**config.mk**
```make
export PLATFORM = sky130hd
export DESIGN_NAME = form_urlencoded_decoder_core
export DESIGN_NICKNAME = d
export VERILOG_FILES = /design/src/rtl/fud_pkg.sv /design/src/rtl/form_urlencoded_decoder_core.sv /design/src/rtl/fud_decode.sv /design/src/rtl/fud_rsp_queue.sv
export VERILOG_INCLUDE_DIRS = /design/src /design/src/rtl
export SDC_FILE = /design/constraint.sdc
export NUM_CORES = 1
export LEC_CHECK = 0
export ABC_AREA = 1
export BUFFER_PORTS_ARGS = -buffer_cell sky130_fd_sc_hd__clkbuf_2
export CAP_MARGIN = 20
export CELL_PAD_IN_SITES_DETAIL_PLACEMENT = 1
export CELL_PAD_IN_SITES_GLOBAL_PLACEMENT = 1
export CORE_MARGIN = 4
export CORE_UTILIZATION = 45
export CTS_CLUSTER_DIAMETER = 120
export CTS_CLUSTER_SIZE = 8
export DETAILED_ROUTE_END_ITERATION = 12
export PLACE_DENSITY_LB_ADDON = 0.1
export SLEW_MARGIN = 10
export SYNTH_ARGS = -nofsm -noshare
export SYNTH_HDL_FRONTEND = slang
export SYNTH_SLANG_ARGS = --single-unit
```
**constraint.sdc**
```tcl
create_clock -name clock -period 3.6 [get_ports clock]
set_input_delay 0.72 -clock clock [delete_from_list [all_inputs] [get_ports clock]]
set_output_delay 0.72 -clock clock [all_outputs]
set_load 0.005 [all_outputs]
```
**src/rtl/form_urlencoded_decoder_core_defines.svh**
```systemverilog
// ---------------------------------------------------------------------------
// Assertion macros for the form body decoder
// Checks are compiled in simulation only; synthesis sees empty bodies.
// ---------------------------------------------------------------------------
`ifndef FORM_URLENCODED_DECODER_CORE_DEFINES_SVH
`define FORM_URLENCODED_DECODER_CORE_DEFINES_SVH

`ifndef SYNTHESIS
// Same-cycle implication, checked on every rising clock edge out of reset.
`define FUD_ASSERT_IMPLY(label, pre, post) \
   label: assert property (@(posedge clock) disable iff (reset) (pre) |-> (post)) \
      else $error("fud assertion failed");
// Next-cycle implication, checked on every rising clock edge out of reset.
`define FUD_ASSERT_NEXT(label, pre, post) \
   label: assert property (@(posedge clock) disable iff (reset) (pre) |=> (post)) \
      else $error("fud assertion failed");
`else
`define FUD_ASSERT_IMPLY(label, pre, post)
`define FUD_ASSERT_NEXT(label, pre, post)
`endif

`endif

```
**src/rtl/fud_pkg.sv**
```systemverilog
`timescale 1ns / 1ps
// ---------------------------------------------------------------------------
// fud_pkg
// Shared types and constants of the form body decoder.
// ---------------------------------------------------------------------------
package fud_pkg;

   // Result kinds
   localparam logic [1:0] KIND_NAME  = 2'd0;
   localparam logic [1:0] KIND_VALUE = 2'd1;
   localparam logic [1:0] KIND_END   = 2'd2;

   // Characters of the encoding
   localparam logic [7:0] CHAR_AMP   = 8'h26;
   localparam logic [7:0] CHAR_EQ    = 8'h3D;
   localparam logic [7:0] CHAR_PLUS  = 8'h2B;
   localparam logic [7:0] CHAR_PCT   = 8'h25;
   localparam logic [7:0] CHAR_A     = 8'h41;
   localparam logic [7:0] CHAR_0     = 8'h30;
   localparam logic [7:0] CHAR_SPACE = 8'h20;
   localparam logic [7:0] HEX_TEN    = 8'd10;

   // Result queue
   localparam int QUEUE_DEPTH = 4;
   localparam int LEVEL_W     = $clog2(QUEUE_DEPTH + 1);

   typedef enum logic [2:0] {
      ESC_IDLE = 3'b001,
      ESC_HIGH = 3'b010,
      ESC_LOW  = 3'b100
   } esc_type;

   typedef struct packed {
      logic [7:0] in_byte;
      logic       is_final;
   } req_type;

   typedef struct packed {
      logic [7:0] out_byte;
      logic [1:0] kind;
      logic       pair_error;
      logic       body_done;
   } rsp_type;

   typedef struct packed {
      logic       in_value_part;
      esc_type    escape_phase;
      logic [7:0] partial_byte;
      logic       error_seen;
   } pair_state_type;

   // Up to two results per input byte; the second is used only with the first.
   typedef struct packed {
      logic    first_valid;
      rsp_type first;
      logic    second_valid;
      rsp_type second;
   } emit_type;

   typedef struct packed {
      logic [LEVEL_W-1:0] level;
   } queue_status_type;

endpackage

```
**src/rtl/form_urlencoded_decoder_core.sv**
```systemverilog
`timescale 1ns / 1ps
// Path: an accepted byte is registered in the input stage, its results in the result queue.
// Throughput: one byte per cycle while the queue has room for two results; a final
// byte with both a byte result and a pair end pushes two, drained by the single read port.
// Reset: synchronous, active high; clears the input stage, the pair state and the
// result queue. Ready returns in the first cycle after reset.
`include "form_urlencoded_decoder_core_defines.svh"
// ---------------------------------------------------------------------------
// form_urlencoded_decoder_core
// Streaming decoder for form-encoded bodies: splits pairs at '&', name and
// value at the first '=', and decodes '+' and percent escapes in the value.
// ---------------------------------------------------------------------------
module form_urlencoded_decoder_core (
   input  logic             clock,
   input  logic             reset,
   input  logic             req_valid,
   output logic             req_ready,
   input  fud_pkg::req_type req_data,
   output logic             rsp_valid,
   input  logic             rsp_ready,
   output fud_pkg::rsp_type rsp_data
);

   // Decode only when the queue has room for the worst case of two results,
   // so the decision never waits on the result side in the same cycle.
   localparam logic [fud_pkg::LEVEL_W-1:0] ROOM_LIMIT =
      fud_pkg::LEVEL_W'(fud_pkg::QUEUE_DEPTH - 2);

   localparam fud_pkg::pair_state_type PAIR_RESET = '{
      in_value_part: 1'b0,
      escape_phase:  fud_pkg::ESC_IDLE,
      partial_byte:  8'h00,
      error_seen:    1'b0
   };

   logic                      in_valid_ff, in_valid_in;
   fud_pkg::req_type          in_data_ff;
   fud_pkg::pair_state_type   pair_ff, pair_in;
   fud_pkg::pair_state_type   pair_nxt;
   fud_pkg::emit_type         emit;
   fud_pkg::emit_type         push;
   fud_pkg::queue_status_type q_status;
   logic                      process;
   logic                      req_xfer;

   // ---- input stage: hold one byte until the queue can take its results ----
   assign process   = in_valid_ff & (q_status.level <= ROOM_LIMIT);
   assign req_ready = ~in_valid_ff | process;
   assign req_xfer  = req_valid & req_ready;

   always_comb begin
      in_valid_in = req_xfer | (in_valid_ff & ~process);
      pair_in     = process ? pair_nxt : pair_ff;
   end

   always_ff @(posedge clock) begin
      if (req_xfer) begin
         in_data_ff <= req_data;
      end
   end

   always_ff @(posedge clock) begin
      if (reset) begin
         in_valid_ff <= 1'b0;
         pair_ff     <= PAIR_RESET;
      end else begin
         in_valid_ff <= in_valid_in;
         pair_ff     <= pair_in;
      end
   end

   // ---- per-byte decision ----
   fud_decode u_decode (
      .item      (in_data_ff),
      .state_cur (pair_ff),
      .state_nxt (pair_nxt),
      .emit      (emit)
   );

   // drop the results unless the byte is actually consumed this cycle
   always_comb begin
      push              = emit;
      push.first_valid  = emit.first_valid & process;
      push.second_valid = emit.second_valid & process;
   end

   // ---- result queue: parts the output handshake from the decode ----
   fud_rsp_queue u_rsp_queue (
      .clock     (clock),
      .reset     (reset),
      .push      (push),
      .rsp_valid (rsp_valid),
      .rsp_ready (rsp_ready),
      .rsp_data  (rsp_data),
      .status    (q_status)
   );

   // ---- checks ----
   // queue never overfills
   `FUD_ASSERT_IMPLY(a_queue_bound, 1'b1, q_status.level <= fud_pkg::LEVEL_W'(fud_pkg::QUEUE_DEPTH))
   // pair end markers carry a zero byte
   `FUD_ASSERT_IMPLY(a_end_zero, rsp_valid && rsp_data.kind == fud_pkg::KIND_END, rsp_data.out_byte == 8'h00)
   // byte results carry no pair flags
   `FUD_ASSERT_IMPLY(a_byte_flags, rsp_valid && rsp_data.kind != fud_pkg::KIND_END, !rsp_data.pair_error && !rsp_data.body_done)
   // a final byte leaves the pair state cleared
   `FUD_ASSERT_NEXT(a_final_clears, process && in_data_ff.is_final, !pair_ff.in_value_part && pair_ff.escape_phase == fud_pkg::ESC_IDLE && !pair_ff.error_seen)

endmodule

```
**src/rtl/fud_decode.sv**
```systemverilog
`timescale 1ns / 1ps
// ---------------------------------------------------------------------------
// fud_decode
// Per-byte decision: next pair state and the results the byte gives.
// ---------------------------------------------------------------------------
module fud_decode (
   input  fud_pkg::req_type        item,
   input  fud_pkg::pair_state_type state_cur,
   output fud_pkg::pair_state_type state_nxt,
   output fud_pkg::emit_type       emit
);

   localparam fud_pkg::pair_state_type PAIR_RESET = '{
      in_value_part: 1'b0,
      escape_phase:  fud_pkg::ESC_IDLE,
      partial_byte:  8'h00,
      error_seen:    1'b0
   };

   always_comb begin
      logic [7:0]              c;
      logic [7:0]              nib;
      logic                    byte_valid;
      logic [7:0]              byte_val;
      logic [1:0]              byte_kind;
      logic                    end_valid;
      logic                    end_err;
      fud_pkg::pair_state_type nxt;
      fud_pkg::rsp_type        byte_rsp;
      fud_pkg::rsp_type        end_rsp;

      c          = item.in_byte;
      nib        = (c >= fud_pkg::CHAR_A) ? (c - fud_pkg::CHAR_A + fud_pkg::HEX_TEN)
                                          : (c - fud_pkg::CHAR_0);
      byte_valid = 1'b0;
      byte_val   = c;
      byte_kind  = fud_pkg::KIND_VALUE;
      end_valid  = 1'b0;
      end_err    = 1'b0;
      nxt        = state_cur;

      if (c == fud_pkg::CHAR_AMP) begin
         // pair ends here, any pending escape counts as cut short
         end_valid = 1'b1;
         end_err   = state_cur.error_seen | (state_cur.escape_phase != fud_pkg::ESC_IDLE);
         nxt       = PAIR_RESET;
      end else begin
         if (!state_cur.in_value_part) begin
            if (c == fud_pkg::CHAR_EQ) begin
               nxt.in_value_part = 1'b1;
            end else begin
               byte_valid = 1'b1;
               byte_kind  = fud_pkg::KIND_NAME;
            end
         end else if (c == fud_pkg::CHAR_EQ) begin
            nxt.error_seen = 1'b1;
         end else begin
            unique case (state_cur.escape_phase)
               fud_pkg::ESC_HIGH: begin
                  nxt.partial_byte = {nib[3:0], 4'h0};
                  nxt.escape_phase = fud_pkg::ESC_LOW;
               end
               fud_pkg::ESC_LOW: begin
                  byte_valid       = 1'b1;
                  byte_val         = state_cur.partial_byte + nib;
                  nxt.escape_phase = fud_pkg::ESC_IDLE;
                  nxt.partial_byte = 8'h00;
               end
               fud_pkg::ESC_IDLE: begin
                  if (c == fud_pkg::CHAR_PCT) begin
                     nxt.escape_phase = fud_pkg::ESC_HIGH;
                     nxt.partial_byte = 8'h00;
                  end else if (c == fud_pkg::CHAR_PLUS) begin
                     byte_valid = 1'b1;
                     byte_val   = fud_pkg::CHAR_SPACE;
                  end else begin
                     byte_valid = 1'b1;
                  end
               end
               default: begin
                  nxt.escape_phase = fud_pkg::ESC_IDLE;
               end
            endcase
         end

         if (item.is_final) begin
            end_valid = 1'b1;
            end_err   = nxt.error_seen | (nxt.escape_phase != fud_pkg::ESC_IDLE);
            nxt       = PAIR_RESET;
         end
      end

      byte_rsp = '{out_byte: byte_val, kind: byte_kind, pair_error: 1'b0, body_done: 1'b0};
      end_rsp  = '{out_byte: 8'h00, kind: fud_pkg::KIND_END, pair_error: end_err,
                   body_done: item.is_final};

      state_nxt = nxt;
      // byte result goes first, the pair end after it
      emit.first_valid  = byte_valid | end_valid;
      emit.first        = byte_valid ? byte_rsp : end_rsp;
      emit.second_valid = byte_valid & end_valid;
      emit.second       = end_rsp;
   end

endmodule

```
**src/rtl/fud_rsp_queue.sv**
```systemverilog
`timescale 1ns / 1ps
// ---------------------------------------------------------------------------
// fud_rsp_queue
// Small result queue: up to two writes and one read per cycle.
// ---------------------------------------------------------------------------
module fud_rsp_queue (
   input  logic                      clock,
   input  logic                      reset,
   input  fud_pkg::emit_type         push,
   output logic                      rsp_valid,
   input  logic                      rsp_ready,
   output fud_pkg::rsp_type          rsp_data,
   output fud_pkg::queue_status_type status
);

   localparam int PTR_W = $clog2(fud_pkg::QUEUE_DEPTH);

   fud_pkg::rsp_type             entry_ff [fud_pkg::QUEUE_DEPTH];
   logic [PTR_W-1:0]             wr_ptr_ff, wr_ptr_in;
   logic [PTR_W-1:0]             rd_ptr_ff, rd_ptr_in;
   logic [fud_pkg::LEVEL_W-1:0]  level_ff, level_in;
   logic                         pop;
   logic [PTR_W-1:0]             wr_ptr_next;

   assign rsp_valid   = (level_ff != '0);
   assign rsp_data    = entry_ff[rd_ptr_ff];
   assign pop         = rsp_valid & rsp_ready;
   assign wr_ptr_next = wr_ptr_ff + PTR_W'(1);
   assign status.level = level_ff;

   always_comb begin
      wr_ptr_in = wr_ptr_ff + PTR_W'(push.first_valid) + PTR_W'(push.second_valid);
      rd_ptr_in = rd_ptr_ff + PTR_W'(pop);
      level_in  = level_ff + fud_pkg::LEVEL_W'(push.first_valid)
                           + fud_pkg::LEVEL_W'(push.second_valid)
                           - fud_pkg::LEVEL_W'(pop);
   end

   always_ff @(posedge clock) begin
      if (push.first_valid) begin
         entry_ff[wr_ptr_ff] <= push.first;
      end
      if (push.second_valid) begin
         entry_ff[wr_ptr_next] <= push.second;
      end
   end

   always_ff @(posedge clock) begin
      if (reset) begin
         wr_ptr_ff <= '0;
         rd_ptr_ff <= '0;
         level_ff  <= '0;
      end else begin
         wr_ptr_ff <= wr_ptr_in;
         rd_ptr_ff <= rd_ptr_in;
         level_ff  <= level_in;
      end
   end

endmodule
```
==> impl_metrics.env <==
export IMPL_avgRoutedWirePerCell_um=16.7
export IMPL_final_max_slew_viol_count=0
export IMPL_grt_max_degree=27
export IMPL_power_leakage_nw=2.05
export IMPL_synth_seq_cells=74
export IMPL_grt_pass1_vias=3649
export IMPL_drt_total_wl_um=10900
export IMPL_syn_inst=521
export IMPL_hold_class="reg2reg"
export IMPL_hold_ws_ps=453
export IMPL_die_y_um=103
export IMPL_finalSetupTns_ps=0
export IMPL_start_util_pct=46.3
export IMPL_worst_pin_slew_ps=842
export IMPL_ff2ff_path_depth=17
export IMPL_seqPwrFrac_pct=43.1
export IMPL_portBuffers=26
export IMPL_pin_count=27
export IMPL_crit_start="in_data_ff[5]"
export IMPL_syn_avg_cell_area_um2=7.76
export IMPL_grtUsageTotal_pct=22.1
export IMPL_power_switching_share_pct=39.0
export IMPL_criticalPathCategory="reg2reg"
export IMPL_postCtsSetupBuffers=0
export IMPL_drcViolationCount=0
export IMPL_clock_latency_ps=360
export IMPL_num_vias=3544
export IMPL_viasPerCell=5.40
export IMPL_max_cap_violations=0
export IMPL_nFillCells=1131
export IMPL_drtPass1Iterations=4
export IMPL_rsz0062_at_grt="false"
export IMPL_cts_buffers=9
export IMPL_core_area_mm2=0.00872
export IMPL_grt_antenna_before_repair=0
export IMPL_internal_power_mw=1.74
export IMPL_die_width_um=103
export IMPL_syn_area_mm2=0.00404
export IMPL_yosysWarnings=0
export IMPL_worst_ep_required_time_ps=3840
export IMPL_cts_path_max_buffers=2
export IMPL_fp_dieArea_mm2=0.0106
export IMPL_hold_viol_final=0
export IMPL_fp_row_count=34
export IMPL_vdd_drop_max_mv=0.195
export IMPL_dp_hpwl_um=8120
export IMPL_p_switching_mw=1.11
export IMPL_crit_end="u_rsp_queue.status[2]"
export IMPL_cp_end_kind="register"
export IMPL_synth_area_leaders="dfxtp_1, edfxtp_1, nand2_1"
export IMPL_ys_types=42
export IMPL_cts_tree="built"
export IMPL_mappedNetlistNets=553
export IMPL_area_growth_pct=8.36
export IMPL_grt_pass1_wl_um=18100
export IMPL_fin_crit_sh_pct=88.3
export IMPL_yosysTopAreaCellShare_pct=28.2
export IMPL_skew_ps=11.3
export IMPL_path_clk_slew_ps=90
export IMPL_antenna_cells=0
export IMPL_slew_limit_headroom_pct=43.3
export IMPL_setup_viol=0
export IMPL_ant_nets=0
export IMPL_combPwrFrac_pct=36.7
export IMPL_p_clk_share_pct=20.1
export IMPL_yosys_area_top_type="dfxtp_1"
export IMPL_nNetsFinal=575
export IMPL_cts_resized=0
export IMPL_ctsRootBufferMaster="clkbuf_8"
export IMPL_fmax_mhz=315
export IMPL_path_max_fanout=5
export IMPL_rr_endpoint="u_rsp_queue.status[2]"
export IMPL_hold_buffers=0
export IMPL_status="completed"
export IMPL_arrival_ps=3420
export IMPL_numClockSinks=74
export IMPL_worstReg2RegStart="in_data_ff[5]"
export IMPL_place_gp_congestion=0.916
export IMPL_overflow=0
export IMPL_place_area_mm2=0.00422
export IMPL_drive_above_1_share_pct=14.1
export IMPL_drt_iter0_markers=135
export IMPL_crit_path_start_kind="register"
export IMPL_p_per_area_mw_per_mm2=651
export IMPL_period_minus_slack_ps=3180
export IMPL_fin_area_mm2=0.00438
export IMPL_htree_num_levels=3
export IMPL_seq_area_frac_synth_pct=40.9
export IMPL_r2r_setup_slack_ps=420
[through the flow]
step	total power, mW	cells	util [%]	worst slack, ps
2_1_floorplan	1.97	521	-	692
3_3_place_gp	2.25	640	48.4	527
3_5_place_dp	2.31	640	48.4	410
4_1_cts	2.88	656	50.2	383
5_1_grt	3.08	656	50.2	172
6_report	2.85	656	50.2	422
[worst max-delay path: stages, from the launching register on]
cell and delay (ps):
edfxtp_1 440, inv_1 200, ha_1 200, inv_1 60, nor2_2 130, nand3_2 150, inv_2 110, nor2_4 60
inv_1 90, nand2_2 80, nand2_4 160, inv_1 90, ha_1 290, inv_1 50, fa_1 370, fa_1 380
xor2_1 140, nor2_1 50
[cell usage after synthesis, drive strengths merged]
master	n
nand2	120
a211oi	1
xnor2	2
nand3b	3
o221ai	1
edfxtp	17
nand3	55
a21oi	28
dfxtp	57
o21ai	66
ha	16
inv	54
nor4	1
o22ai	13
buf	7
fa	3
clkbuf	9
a21boi	1
conb	1
nor2	51
xor2	9
o211ai	1
nand4	1
nor3	4
[power by group through the flow]
stage | Combinational (mW) | Sequential, mW | Clock (mW)
final | 1.05 | 1.23 | 0.573
after global routing | 1.20 | 1.26 | 0.618
after CTS | 1.07 | 1.23 | 0.580
after detailed placement | 1.06 | 1.24 | 0
after global placement | 1.02 | 1.24 | 0
after floorplan | 0.767 | 1.21 | 0
[layer usage]
layer | global-route usage, % | routed length (um)
met1 | 28.7 | 5010
met2 | 37.1 | 5260
met3 | 4.06 | 343
met4 | 7.57 | 316
met5 | 0 | 0
[final cells by class]
type / count / area [um2] / share of cell area, %
clock inverters: 6 / 33.8 / 0.771
repair buffers: 27 / 138 / 3.14
inverters: 54 / 210 / 4.80
well taps: 108 / 135 / 3.09
clock buffers: 10 / 128 / 2.91
multi-input cells: 377 / 2080 / 47.6
flip-flops and latches: 74 / 1650 / 37.7
[sequential cells by signal (all words and copies together), names as in the netlist]
name                   flops
u_rsp_queue.entry_ff      48
u_rsp_queue.rd_ptr_ff      2
u_rsp_queue.status         3
in_data_ff                 9
pair_ff                    9
in_valid_ff                1
u_rsp_queue.wr_ptr_ff      2
[layout by cell type, fill, tap and decap left out, types with 7 or more instances in the layout]
cell      count
xor2_1        9
nand2_1     104
dfxtp_1      57
nand3_1      52
nor2_1       46
a21oi_1      28
nand2_4       7
inv_1        45
clkbuf_2     26
ha_1         16
o22ai_1      13
inv_2         7
clkbuf_8      9
nand2_2       8
edfxtp_1     17
o21ai_1      21
o21ai_0      44
[cells by family after synthesis]
logic type | Yosys count | synth area share (%)
simple gates | 235 | 28.0
compound gates | 111 | 14.6
flops | 74 | 40.9
buf+inv | 70 | 7.59
fa+ha+maj | 19 | 6.44
xor+xnor | 11 | 2.38
other cells | 1 | 0.0928
[worst min path at each step]
| stage | startpoint | to | slack (ps) | depth (start not counted) |
|---|---|---|---|---|
| after CTS | u_rsp_queue.entry_ff[3][7] | u_rsp_queue.entry_ff[3][7] | 460 | 2 |
| after global routing | u_rsp_queue.entry_ff[3][7] | u_rsp_queue.entry_ff[3][7] | 460 | 2 |
| after floorplan | u_rsp_queue.entry_ff[3][7] | u_rsp_queue.entry_ff[3][7] | 420 | 2 |
| after global placement | u_rsp_queue.entry_ff[3][7] | u_rsp_queue.entry_ff[3][7] | 430 | 2 |
| after detailed placement | u_rsp_queue.entry_ff[3][7] | u_rsp_queue.entry_ff[3][7] | 440 | 2 |
| final | u_rsp_queue.entry_ff[3][7] | u_rsp_queue.entry_ff[3][7] | 450 | 2 |
Note: power is estimated with default switching activity, not from simulation.
